==> config.mk <==
export PLATFORM = sky130hd
export DESIGN_NAME = string_to_unsigned_parser
export DESIGN_NICKNAME = d
export VERILOG_FILES = /design/src/hdl/s2u_pkg.sv /design/src/hdl/s2u_in_reg.sv /design/src/hdl/s2u_core.sv /design/src/hdl/s2u_out_reg.sv /design/src/hdl/string_to_unsigned_parser.sv
export SDC_FILE = /design/constraint.sdc
export NUM_CORES = 2
export LEC_CHECK = 0
export BUFFER_PORTS_ARGS = -buffer_cell sky130_fd_sc_hd__buf_2
export CAP_MARGIN = 30
export CORE_UTILIZATION = 55
export DETAILED_ROUTE_END_ITERATION = 7
export HOLD_SLACK_MARGIN = 0.08
export PLACE_DENSITY_LB_ADDON = 0.1
export SLEW_MARGIN = 25
export SYNTH_ARGS = -nofsm -noshare
export SYNTH_HDL_FRONTEND = slang
export SYNTH_HIERARCHICAL = 1
export SYNTH_SLANG_ARGS = --single-unit
==> constraint.sdc <==
create_clock -name clk -period 16.8 [get_ports clk]
set_input_delay 2.52 -clock clk [delete_from_list [all_inputs] [get_ports clk]]
set_output_delay 2.52 -clock clk [all_outputs]
set_load 0.05 [all_outputs]
==> src/hdl/s2u_pkg.sv <==
package s2u_pkg;

  // parse phases
  typedef enum logic [2:0] {
    PH_WS     = 3'd0,
    PH_SIGNED = 3'd1,
    PH_ZERO   = 3'd2,
    PH_DIGITS = 3'd3,
    PH_DONE   = 3'd4
  } s2u_phase_t;

  // digit bookkeeping
  typedef enum logic [1:0] {
    ST_NONE   = 2'd0,
    ST_DIGITS = 2'd1,
    ST_OVER   = 2'd2
  } s2u_status_t;

  localparam int CHAR_W   = 8;
  localparam int RADIX_W  = 6;
  localparam int DIGIT_W  = 7;
  localparam int OFFSET_W = 13;

  // one input beat
  typedef struct packed {
    logic [CHAR_W-1:0] char_code;
    logic              is_last;
  } s2u_beat_t;

  // result flags that travel with the value
  typedef struct packed {
    logic                overflowed;
    logic                found_digits;
    logic [OFFSET_W-1:0] end_offset;
  } s2u_flags_t;

  // character codes
  localparam logic [CHAR_W-1:0] CH_NUL   = 8'h00;
  localparam logic [CHAR_W-1:0] CH_TAB   = 8'h09;
  localparam logic [CHAR_W-1:0] CH_CR    = 8'h0D;
  localparam logic [CHAR_W-1:0] CH_SPACE = 8'h20;
  localparam logic [CHAR_W-1:0] CH_PLUS  = 8'h2B;
  localparam logic [CHAR_W-1:0] CH_MINUS = 8'h2D;
  localparam logic [CHAR_W-1:0] CH_ZERO  = 8'h30;
  localparam logic [CHAR_W-1:0] CH_NINE  = 8'h39;
  localparam logic [CHAR_W-1:0] CH_UP_A  = 8'h41;
  localparam logic [CHAR_W-1:0] CH_UP_X  = 8'h58;
  localparam logic [CHAR_W-1:0] CH_UP_Z  = 8'h5A;
  localparam logic [CHAR_W-1:0] CH_LO_A  = 8'h61;
  localparam logic [CHAR_W-1:0] CH_LO_X  = 8'h78;
  localparam logic [CHAR_W-1:0] CH_LO_Z  = 8'h7A;

  localparam logic [DIGIT_W-1:0] DIGIT_NONE = 7'd99;
  localparam logic [DIGIT_W-1:0] LETTER_OFS = 7'd10;

  // radix codes
  localparam logic [RADIX_W-1:0] RADIX_AUTO  = 6'd0;
  localparam logic [RADIX_W-1:0] RADIX_MIN   = 6'd2;
  localparam logic [RADIX_W-1:0] RADIX_OCT   = 6'd8;
  localparam logic [RADIX_W-1:0] RADIX_DEC   = 6'd10;
  localparam logic [RADIX_W-1:0] RADIX_HEX   = 6'd16;
  localparam logic [RADIX_W-1:0] RADIX_MAX   = 6'd36;
  localparam logic [RADIX_W-1:0] RADIX_RESET = 6'd10;

  function automatic logic [DIGIT_W-1:0] digit_of(input logic [CHAR_W-1:0] c);
    logic [DIGIT_W-1:0] d;
    d = DIGIT_NONE;
    if (c inside {[CH_ZERO:CH_NINE]}) begin
      d = DIGIT_W'(c - CH_ZERO);
    end else if (c inside {[CH_UP_A:CH_UP_Z]}) begin
      d = DIGIT_W'(c - CH_UP_A) + LETTER_OFS;
    end else if (c inside {[CH_LO_A:CH_LO_Z]}) begin
      d = DIGIT_W'(c - CH_LO_A) + LETTER_OFS;
    end
    return d;
  endfunction

  function automatic logic is_space(input logic [CHAR_W-1:0] c);
    return (c == CH_SPACE) || (c inside {[CH_TAB:CH_CR]});
  endfunction

endpackage

==> src/hdl/s2u_in_reg.sv <==
module s2u_in_reg (
  input  logic              clk,
  input  logic              rst_n,
  input  logic              in_valid,
  output logic              in_stall,
  input  s2u_pkg::s2u_beat_t in_beat,
  input  logic              take,
  output logic              beat_valid,
  output s2u_pkg::s2u_beat_t beat
);

  logic               valid_r;
  s2u_pkg::s2u_beat_t beat_r;
  logic               load;

  // register refills when empty or when the core consumes it
  assign load     = !valid_r || take;
  assign in_stall = !load;

  always_ff @(posedge clk) begin
    if (!rst_n) begin
      valid_r <= 1'b0;
    end else if (load) begin
      valid_r <= in_valid;
    end
  end

  always_ff @(posedge clk) begin
    if (load) begin
      beat_r <= in_beat;
    end
  end

  assign beat_valid = valid_r;
  assign beat       = beat_r;

endmodule

==> src/hdl/s2u_core.sv <==
module s2u_core #(
  parameter int MAX_LEN     = 4096,
  parameter int VALUE_WIDTH = 64
) (
  input  logic                          clk,
  input  logic                          rst_n,
  input  logic                          cfg_wr_en,
  input  logic [s2u_pkg::RADIX_W-1:0]   cfg_wr_data,
  input  logic                          beat_valid,
  input  s2u_pkg::s2u_beat_t            beat,
  input  logic                          res_ready,
  output logic                          take,
  output logic                          res_load,
  output logic [VALUE_WIDTH-1:0]        res_value,
  output s2u_pkg::s2u_flags_t           res_flags
);

  localparam int IDX_W  = $clog2(MAX_LEN + 1);
  localparam int PROD_W = VALUE_WIDTH + s2u_pkg::DIGIT_W;

  logic [s2u_pkg::RADIX_W-1:0] radix_r;

  s2u_pkg::s2u_phase_t         phase_r, phase_nxt;
  s2u_pkg::s2u_status_t        status_r, status_nxt;
  logic [VALUE_WIDTH-1:0]      acc_r, acc_nxt;
  logic                        minus_r, minus_nxt;
  logic [s2u_pkg::RADIX_W-1:0] base_r, base_nxt;
  logic [IDX_W-1:0]            cidx_r, cidx_nxt;
  logic [IDX_W-1:0]            stop_r, stop_nxt;

  logic [s2u_pkg::CHAR_W-1:0]  c;
  logic [s2u_pkg::DIGIT_W-1:0] d;
  logic [s2u_pkg::RADIX_W-1:0] dc_base;
  logic                        dc_en;
  logic [VALUE_WIDTH-1:0]      acc_src;
  s2u_pkg::s2u_status_t        st_src;
  logic [PROD_W-1:0]           prod;
  logic                        mac_over;
  s2u_pkg::s2u_status_t        st_fin;
  logic [IDX_W-1:0]            stop_fin;
  logic [31:0]                 stop_ext;

  assign take     = beat_valid && (!beat.is_last || res_ready);
  assign res_load = take && beat.is_last;

  // characters past the length limit read as nul
  assign c = (cidx_r >= IDX_W'(MAX_LEN)) ? s2u_pkg::CH_NUL : beat.char_code;
  assign d = s2u_pkg::digit_of(c);

  // a digit after a leading zero starts from an empty accumulator
  assign acc_src = (phase_r == s2u_pkg::PH_ZERO) ? '0 : acc_r;
  assign st_src  = (phase_r == s2u_pkg::PH_ZERO) ? s2u_pkg::ST_DIGITS : status_r;

  // multiply-add; anything above the value width is overflow
  assign prod     = PROD_W'(acc_src) * PROD_W'(dc_base) + PROD_W'(d);
  assign mac_over = (st_src == s2u_pkg::ST_OVER) ||
                    (prod[PROD_W-1:VALUE_WIDTH] != '0);

  always_comb begin
    phase_nxt  = phase_r;
    status_nxt = status_r;
    acc_nxt    = acc_r;
    minus_nxt  = minus_r;
    base_nxt   = base_r;
    cidx_nxt   = cidx_r;
    stop_nxt   = stop_r;
    dc_en      = 1'b0;
    dc_base    = base_r;

    if (cidx_r < IDX_W'(MAX_LEN)) begin
      cidx_nxt = cidx_r + 1'b1;
    end

    case (phase_r)
      s2u_pkg::PH_WS, s2u_pkg::PH_SIGNED: begin
        if (phase_r == s2u_pkg::PH_WS && s2u_pkg::is_space(c)) begin
          phase_nxt = s2u_pkg::PH_WS;
        end else if (phase_r == s2u_pkg::PH_WS && c == s2u_pkg::CH_MINUS) begin
          minus_nxt = 1'b1;
          phase_nxt = s2u_pkg::PH_SIGNED;
        end else if (phase_r == s2u_pkg::PH_WS && c == s2u_pkg::CH_PLUS) begin
          phase_nxt = s2u_pkg::PH_SIGNED;
        end else if ((radix_r == s2u_pkg::RADIX_AUTO || radix_r == s2u_pkg::RADIX_HEX) &&
                     c == s2u_pkg::CH_ZERO) begin
          phase_nxt = s2u_pkg::PH_ZERO;
        end else if (radix_r == s2u_pkg::RADIX_AUTO) begin
          dc_base = s2u_pkg::RADIX_DEC;
          dc_en   = 1'b1;
        end else if (radix_r < s2u_pkg::RADIX_MIN || radix_r > s2u_pkg::RADIX_MAX) begin
          phase_nxt = s2u_pkg::PH_DONE;
        end else begin
          dc_base = radix_r;
          dc_en   = 1'b1;
        end
      end
      s2u_pkg::PH_ZERO: begin
        if (c == s2u_pkg::CH_LO_X || c == s2u_pkg::CH_UP_X) begin
          base_nxt  = s2u_pkg::RADIX_HEX;
          phase_nxt = s2u_pkg::PH_DIGITS;
        end else begin
          // the leading zero counts as a digit
          dc_base    = (radix_r == s2u_pkg::RADIX_AUTO) ? s2u_pkg::RADIX_OCT
                                                        : s2u_pkg::RADIX_HEX;
          status_nxt = s2u_pkg::ST_DIGITS;
          acc_nxt    = '0;
          dc_en      = 1'b1;
        end
      end
      s2u_pkg::PH_DIGITS: begin
        dc_en = 1'b1;
      end
      default: begin
      end
    endcase

    if (dc_en) begin
      base_nxt = dc_base;
      if (d >= s2u_pkg::DIGIT_W'(dc_base)) begin
        stop_nxt  = cidx_r;
        phase_nxt = s2u_pkg::PH_DONE;
      end else begin
        phase_nxt = s2u_pkg::PH_DIGITS;
        if (mac_over) begin
          status_nxt = s2u_pkg::ST_OVER;
        end else begin
          status_nxt = s2u_pkg::ST_DIGITS;
          acc_nxt    = prod[VALUE_WIDTH-1:0];
        end
      end
    end

    // end of string closes an open number
    st_fin   = status_nxt;
    stop_fin = stop_nxt;
    if (phase_nxt == s2u_pkg::PH_ZERO) begin
      st_fin   = s2u_pkg::ST_DIGITS;
      stop_fin = cidx_r + 1'b1;
    end else if (phase_nxt == s2u_pkg::PH_DIGITS) begin
      stop_fin = cidx_r + 1'b1;
    end
    stop_ext = 32'(stop_fin);

    if (st_fin == s2u_pkg::ST_OVER) begin
      res_value = '1;
    end else if (minus_nxt) begin
      res_value = '0 - acc_nxt;
    end else begin
      res_value = acc_nxt;
    end
    res_flags.overflowed   = (st_fin == s2u_pkg::ST_OVER);
    res_flags.found_digits = (st_fin != s2u_pkg::ST_NONE);
    res_flags.end_offset   = (st_fin != s2u_pkg::ST_NONE) ?
                             stop_ext[s2u_pkg::OFFSET_W-1:0] : '0;
  end

  always_ff @(posedge clk) begin
    if (!rst_n) begin
      radix_r <= s2u_pkg::RADIX_RESET;
    end else if (cfg_wr_en) begin
      radix_r <= cfg_wr_data;
    end
  end

  always_ff @(posedge clk) begin
    if (!rst_n || res_load) begin
      phase_r  <= s2u_pkg::PH_WS;
      status_r <= s2u_pkg::ST_NONE;
      acc_r    <= '0;
      minus_r  <= 1'b0;
      base_r   <= '0;
      cidx_r   <= '0;
      stop_r   <= '0;
    end else if (take) begin
      phase_r  <= phase_nxt;
      status_r <= status_nxt;
      acc_r    <= acc_nxt;
      minus_r  <= minus_nxt;
      base_r   <= base_nxt;
      cidx_r   <= cidx_nxt;
      stop_r   <= stop_nxt;
    end
  end

  a_load_has_room: assert property (@(posedge clk) disable iff (!rst_n)
    res_load |-> res_ready)
    else $error("result loaded while output register full");

  a_clear_after_last: assert property (@(posedge clk) disable iff (!rst_n)
    res_load |=> (phase_r == s2u_pkg::PH_WS && cidx_r == '0 &&
                  status_r == s2u_pkg::ST_NONE))
    else $error("parse state not cleared after last beat");

  a_over_in_number: assert property (@(posedge clk) disable iff (!rst_n)
    (status_r == s2u_pkg::ST_OVER) |->
      (phase_r == s2u_pkg::PH_DIGITS || phase_r == s2u_pkg::PH_DONE))
    else $error("overflow outside digit phase");

  a_index_bound: assert property (@(posedge clk) disable iff (!rst_n)
    (cidx_r <= IDX_W'(MAX_LEN)) && (stop_r <= IDX_W'(MAX_LEN)))
    else $error("character index beyond length limit");

endmodule

==> src/hdl/s2u_out_reg.sv <==
module s2u_out_reg #(
  parameter int VALUE_WIDTH = 64
) (
  input  logic                   clk,
  input  logic                   rst_n,
  input  logic                   res_load,
  input  logic [VALUE_WIDTH-1:0] res_value,
  input  s2u_pkg::s2u_flags_t    res_flags,
  output logic                   res_ready,
  output logic                   out_valid,
  input  logic                   out_stall,
  output logic [VALUE_WIDTH-1:0] out_value,
  output s2u_pkg::s2u_flags_t    out_flags
);

  logic                   valid_r;
  logic [VALUE_WIDTH-1:0] value_r;
  s2u_pkg::s2u_flags_t    flags_r;

  assign res_ready = !valid_r || !out_stall;

  always_ff @(posedge clk) begin
    if (!rst_n) begin
      valid_r <= 1'b0;
    end else if (res_load) begin
      valid_r <= 1'b1;
    end else if (!out_stall) begin
      valid_r <= 1'b0;
    end
  end

  always_ff @(posedge clk) begin
    if (res_load) begin
      value_r <= res_value;
      flags_r <= res_flags;
    end
  end

  assign out_valid = valid_r;
  assign out_value = value_r;
  assign out_flags = flags_r;

endmodule

==> src/hdl/string_to_unsigned_parser.sv <==
// path: a beat is held in the input register and parsed from there; a string's result
//   goes into the result register (out_*) as the core takes the string's last beat
// throughput: one character per cycle, set by the single multiply-add per character
//   (accumulator times base plus digit, with the overflow test on the same product);
//   a last beat waits in the input register while the result register is stalled
// reset: synchronous active-low rst_n empties both pipeline registers, returns the
//   parse state to skip-whitespace and sets the radix register to 10
module string_to_unsigned_parser #(
  parameter int MAX_LEN     = 4096,
  parameter int VALUE_WIDTH = 64
) (
  input  logic                   clk,
  input  logic                   rst_n,
  // radix register write
  input  logic                   cfg_wr_en,
  input  logic [5:0]             cfg_wr_data,
  // character stream
  input  logic                   in_valid,
  output logic                   in_stall,
  input  logic [7:0]             in_char_code,
  input  logic                   in_is_last,
  // one result per string
  output logic                   out_valid,
  input  logic                   out_stall,
  output logic [VALUE_WIDTH-1:0] out_value,
  output logic                   out_overflowed,
  output logic                   out_found_digits,
  output logic [12:0]            out_end_offset
);

  s2u_pkg::s2u_beat_t     in_beat;
  s2u_pkg::s2u_beat_t     beat;
  logic                   beat_valid;
  logic                   take;
  logic                   res_load;
  logic                   res_ready;
  logic [VALUE_WIDTH-1:0] res_value;
  s2u_pkg::s2u_flags_t    res_flags;
  s2u_pkg::s2u_flags_t    out_flags;

  // pack the incoming beat
  assign in_beat.char_code = in_char_code;
  assign in_beat.is_last   = in_is_last;

  // input register: takes a new beat when empty or when the core drains the old one
  s2u_in_reg u_in_reg (
    .clk        (clk),
    .rst_n      (rst_n),
    .in_valid   (in_valid),
    .in_stall   (in_stall),
    .in_beat    (in_beat),
    .take       (take),
    .beat_valid (beat_valid),
    .beat       (beat)
  );

  // parse core: phase machine, accumulator and the radix register;
  // only a last beat has to wait for room in the output register
  s2u_core #(
    .MAX_LEN     (MAX_LEN),
    .VALUE_WIDTH (VALUE_WIDTH)
  ) u_core (
    .clk         (clk),
    .rst_n       (rst_n),
    .cfg_wr_en   (cfg_wr_en),
    .cfg_wr_data (cfg_wr_data),
    .beat_valid  (beat_valid),
    .beat        (beat),
    .res_ready   (res_ready),
    .take        (take),
    .res_load    (res_load),
    .res_value   (res_value),
    .res_flags   (res_flags)
  );

  // result register: holds a finished result while the sink stalls
  s2u_out_reg #(
    .VALUE_WIDTH (VALUE_WIDTH)
  ) u_out_reg (
    .clk       (clk),
    .rst_n     (rst_n),
    .res_load  (res_load),
    .res_value (res_value),
    .res_flags (res_flags),
    .res_ready (res_ready),
    .out_valid (out_valid),
    .out_stall (out_stall),
    .out_value (out_value),
    .out_flags (out_flags)
  );

  // unpack result flags onto their own ports
  assign out_overflowed   = out_flags.overflowed;
  assign out_found_digits = out_flags.found_digits;
  assign out_end_offset   = out_flags.end_offset;

endmodule
==> After elaboration in Yosys (flattened, before gate mapping) <==
Cells that the tools add are included.
{ "totals": {"regBits": 198, "in_bits": 20, "output_inout_bits": 81, "wordCells": 144} }
{ "classes": {"addsub": 8, "mul": 1, "order_cmp": 13, "eq_ne": 15, "muxes": 57, "reduce_logical": 34} }
{ "op_table": {"columns": ["cell", "n"], "rows": [
  ["64-bit two-way mux", 7],
  ["70-bit by 7-bit adder with 71-bit output", 1],
  ["64-bit by 6-bit multiplier with 70-bit output", 1],
  ["1-bit by 64-bit subtractor with 64-bit output (first input constant)", 1],
  ["6-bit two-way mux", 10],
  ["13-bit two-way mux", 4],
  ["8-bit by 6-bit equality test with 1-bit output (second input constant)", 4],
  ["3-bit two-way mux", 9],
  ["7-bit two-way mux", 3],
  ["8-bit by 7-bit equality test with 1-bit output (second input constant)", 2],
  ["8-bit by 7-bit greater-or-equal comparator with 1-bit output (second input constant)", 2],
  ["8-bit by 7-bit <= comparator with 1-bit output (second input constant)", 2],
  ["7-bit by 4-bit adder with 7-bit output (second input constant)", 2],
  ["2-bit two-way mux", 7],
  ["7-bit subtractor (second input constant)", 2],
  ["13-bit by 1-bit adder with 13-bit output (second input constant)", 1],
  ["13-bit greater-or-equal comparator (second input constant)", 1],
  ["13-bit < comparator (second input constant)", 1],
  ["3-bit by 2-bit equality test with 1-bit output (second input constant)", 4],
  ["1-bit two-way mux", 12],
  ["6-bit one-hot mux with 2 select lines", 1],
  ["1-bit logical AND", 10],
  ["1-bit logical OR", 9],
  ["8-bit by 4-bit greater-or-equal comparator with 1-bit output (second input constant)", 1],
  ["other kinds (23)", 31]
]} }

==> Logic depth before layout (Yosys ltp) <==
{ "logic_depth": {"depth_word": 18, "depth_mapped": 51, "depth_no_buf": 45} }

==> Hierarchy <==
The synthesis kept the hierarchy.
{ "modules_own_cells": {"columns": ["module", "n_inst", "cells_per_inst", "area_per_inst_um2", "seq_area_each_um2"], "rows": [
  ["s2u_core", 1, 3004, 22479.1, 2162.1],
  ["s2u_out_reg", 1, 83, 2407.3, 2392.3],
  ["s2u_in_reg", 1, 13, 315.3, 290.3]
]} }

==> Worst setup path before layout <==
Ideal clock, no wire load.
{ "synth_timing": {"path_kind": "reg2reg", "startpoint": "reg u_core.cidx_r[12]", "endpoint": "reg u_out_reg.value_r[54], in the netlist u_out_reg/out_value[54] (data pin)", "setup_ns": 0.266, "arrival_time_ns": 11.452, "required_time_ns": 16.534, "path_slack_ns": 5.082, "stages_incl_launch_ff": 51, "n_path_buf": 7, "synth_period_minus_slack_ns": 11.718, "path_cell_list": "dfxtp_1 clkbuf_1 clkbuf_1 nand2b_1 inv_1 ha_1 nand2_1 nor3_1 nand4b_1 or3b_2 nand2b_1 o221a_2 a21oi_1 clkbuf_1 buf_1 nor2_1 fa_1 inv_1 [15 not listed] or2_1 buf_6 clkbuf_1 and3_1 a21oi_1 ha_1 clkbuf_1 o211ai_1 nor4_1 nand3_1 or2_1 nor4_2 nor4b_2 nand4_1 o21ai_2 nand3_1 o41ai_2 mux2i_1"} }
{ "synth_via": {"elab_chain_cells": 18, "word_cells_on_any_way": 77, "classes_between": "add/sub (7); mul (1); order compare (10); eq/ne (8); mux (39); reduce/logical (12)"} }
{ "synth_rtl": {"columns": ["item", "line", "source"], "rows": [
  ["start, declared", "s2u_core.sv:28", "logic [IDX_W-1:0] cidx_r, cidx_nxt;"],
  ["start signal, assigned", "s2u_core.sv:179", "cidx_r <= cidx_nxt;"],
  ["13-bit greater-or-equal comparator *", "s2u_core.sv:47", "assign c = (cidx_r >= IDX_W'(MAX_LEN)) ? s2u_pkg::CH_NUL : beat.char_code;"],
  ["8-bit two-way mux *", "s2u_core.sv:47", null],
  ["parallel branches: the longest is 16 deep, another holds 70-bit by 7-bit adder with 71-bit output", null, null],
  ["end signal, assigned", "s2u_out_reg.sv:34", "value_r <= res_value;"],
  ["end, declared", "s2u_out_reg.sv:17", "logic [VALUE_WIDTH-1:0] value_r;"]
]} }
Mark *: on every way between the ends.
A chain may end at the register's enable or synchronous reset.

==> Final worst setup path <==
Same ends and word-level chain as after synthesis.

==> impl_results.md <==
- Root Driver: clkbuf_16
- Max_cap viols: 0
- Final Cycle Share: 0.833
- Initial DRC Count: 2589
- Synth Instances: between 3000 and 4000
- GRT Total Usage: 0.361
- WS Path Type: reg2reg
- Total vias in the final route: around 24000
- Synthesized cell area: between 0.02 and 0.03 mm²
- Maximum clock path buffer count: 2
- Achievable Freq: 71.5 MHz
- Top-area cell type share of the netlist area: 0.201
- N_diodes: 0
- Most common cell after layout, fill and taps aside: nor2_1
- CTS sink cnt: 198
- Max-slew violation count: 0
- Final setup violation count: 0
- Die Width: 216 µm
- CTS Buf Count: 17
- Post-synth EDFFs: between 80 and 90
- WL/cell: 22.9 µm
- Post-CTS setup buffers: 0
- Slowest Stage Delay on Critical Path: approximately 0.80 ns
- Crit path time final: roughly 14 ns
- Mapped Avg Cell Area: about 8.1 µm²
- Crit end category: flop
- CP max FO: 40
- Slowest CP cell: dfxtp_1
- Synth async-reset ratio: 0
- Hold WC Path Type: reg2reg
- Total Neg Setup Slack: 0 ns
- Synth area leaders: fa_1 20%, edfxtp_1 10%, nor2_1 9.7%, dfxtp_1 8.7%, ha_1 8.2%
- Initial antenna violation count: 0
- Share of cells above drive strength 1: 0.0810
- # fillers: roughly 4200
- Seq/Total Area, Yosys: 0.192
- TritonCTS clock tree: yes
- Outcome: finished clean
- Clock Latency Late Sink: around 0.46 ns
- Number of synthesized register bits: between 150 and 200
- Power density over cell area: 65.7 mW/mm²
- IO Port Bufs: 100
- Worst Setup Start Kind: flop
- Worst slew pin tran: approximately 0.99 ns
- Cts hold-fix bufs: 0
- Max_slew headroom: 0.342
- Top Ports: 101
- Fin. Hold Viols: 0
- Vias in the first global route: between 20000 and 25000
- VDD IR max: 0.0809 mV
- Largest net degree at the start of global routing: 97
- Leak: about 12 nW
- Core Area: around 0.045 mm²
- Die Ht: between 200 and 250 µm
- Clock transition at path regs: 0.08 ns
- Mapped Nets: 3539
- Required @ worst endpoint: roughly 17 ns
- Final wirelength: ~84000 µm
- Post-DP HPWL: approximately 65000 µm
- Layout area overhead: 5.98%
- Row count: 78
- Most frequent cells in the layout: 649 x nor2_1, 339 x nand2_1, 253 x fa_1
- Fin cells: approximately 3700
- H-Tree Level Count: 4
- Skew final: 0.0119 ns
- Unrepaired setup endpoints after global routing: no
- Die ar.: roughly 0.047 mm²
- Final RePlAce weighted congestion: 1.04
- Number of remaining DRC errors: 0
- Starting Density: 0.557
- Netlist cell types: 98
- YS warnings: 6
- First-pass GRT wire length: between 100000 and 150000 µm
- Ys flop type: dfxtp_1
- Routed Antenna Nets: 0
- Remaining Overflow, GRT: 0
- Vias per inst: 6.50
- Final net count: roughly 3500
- Final Util: 0.590
- CTS-repair resized insts: 0
- First-pass detailed-route iteration total: 8
- WP data arrival: roughly 14 ns
- Post-synth top area cell: fa_1
- Most used cell along the critical path: ha_1
- Placed Cells: 3640
metrics by stage:
| stage | hold slack, ns | setup WS (ns) | total power [W] | area (µm²) |
|---|---|---|---|---|
| floorplan | 0.436 | 5.08 | 0.00109 | 25200 |
| global placement | 0.442 | 3.22 | 0.00129 | 26000 |
| detailed placement | 0.451 | 3.12 | 0.00132 | 26100 |
| CTS | 0.462 | 3.03 | 0.00174 | 26700 |
| global route | 0.482 | 1.97 | 0.00184 | 26700 |
| finish | 0.463 | 2.81 | 0.00176 | 26700 |
cells by family after synthesis:
logic type	synth area share
adders and majority gates	0.283
DFF	0.192
and+or+nand+nor	0.246
xor gates and xnor gates	0.0365
muxes	0.0323
buffers and inverters	0.0419
AOI/OAI and AO/OA	0.168
power breakdown:
| group | total (W) | switching, W | internal, W |
|---|---|---|---|
| combinational | 0.000777 | 0.000538 | 0.000239 |
| clock | 0.000423 | 0.000204 | 0.000219 |
| sequential | 0.000556 | 0.0000255 | 0.000530 |
synth_stat cells (all sizes together), types with 26 or more instances:
cell type and number:
nand3 55, o211ai 29, nor4 26, edfxtp 88, and3 43, xor2 63, mux2i 53, buf 44
a21o 26, ha 166, and2 26, a21oi 186, a211oi 59, nand2 339, nor2 654, xnor2 42
fa 253, nand4 49, dfxtp 110, nor3 64, a31oi 29, o21ai 144, clkbuf 145, inv 74
path summary, 6_finish.rpt:
kind / start / end / slack, ns / depth (start not counted)
min reg2reg: u_core/stop_r[10] / u_core/stop_r[10] / 0.46 / 2
max reg2reg: u_core/cidx_r[12] / u_out_reg/out_value[54] / 2.81 / 41
min: u_core/stop_r[10] / u_core/stop_r[10] / 0.46 / 2
max: u_core/cidx_r[12] / u_out_reg/out_value[54] / 2.81 / 41
worst max-delay path: cells and delay by family (launching register included):
kind,cells,cell delay (ns)
flops,1,0.80
compound gates,14,4.36
mux,1,0.12
simple gates,16,4.65
xor+xnor,1,0.09
buf+inv,2,0.78
fa+ha+maj,7,2.86
layer usage:
metal  global-route usage  share of wire  vias up
met5                    0              0        -
met4               0.0923          0.023        0
met3               0.0641          0.099      119
met2                0.548           0.44     1306
met1                0.531           0.44    11681
li1                     -              -    10765
layout make-up:
cell class | count | area (µm²) | share of cell area
Clock buffer | 20 | 458 | 0.0171
Tap cell | 600 | 751 | 0.0281
Timing Repair Buffer | 130 | 822 | 0.0308
Multi-Input combinational cell | 2638 | 19400 | 0.727
Inverter | 75 | 282 | 0.0105
Sequential cell | 198 | 4840 | 0.181
Clock inverter | 12 | 133 | 0.00497
registers in the layout, summed over array words and instances (netlist names), 3 cells and up:
signal,cells
u_core/phase_r,3
u_core/cidx_r,13
u_out_reg/out_value,64
u_core/stop_r,13
u_core/base_r,6
u_core/acc_r,64
u_out_reg/out_flags,15
u_in_reg/beat,9
u_core/radix_r,6
Power figures use the tool's default switching activity.
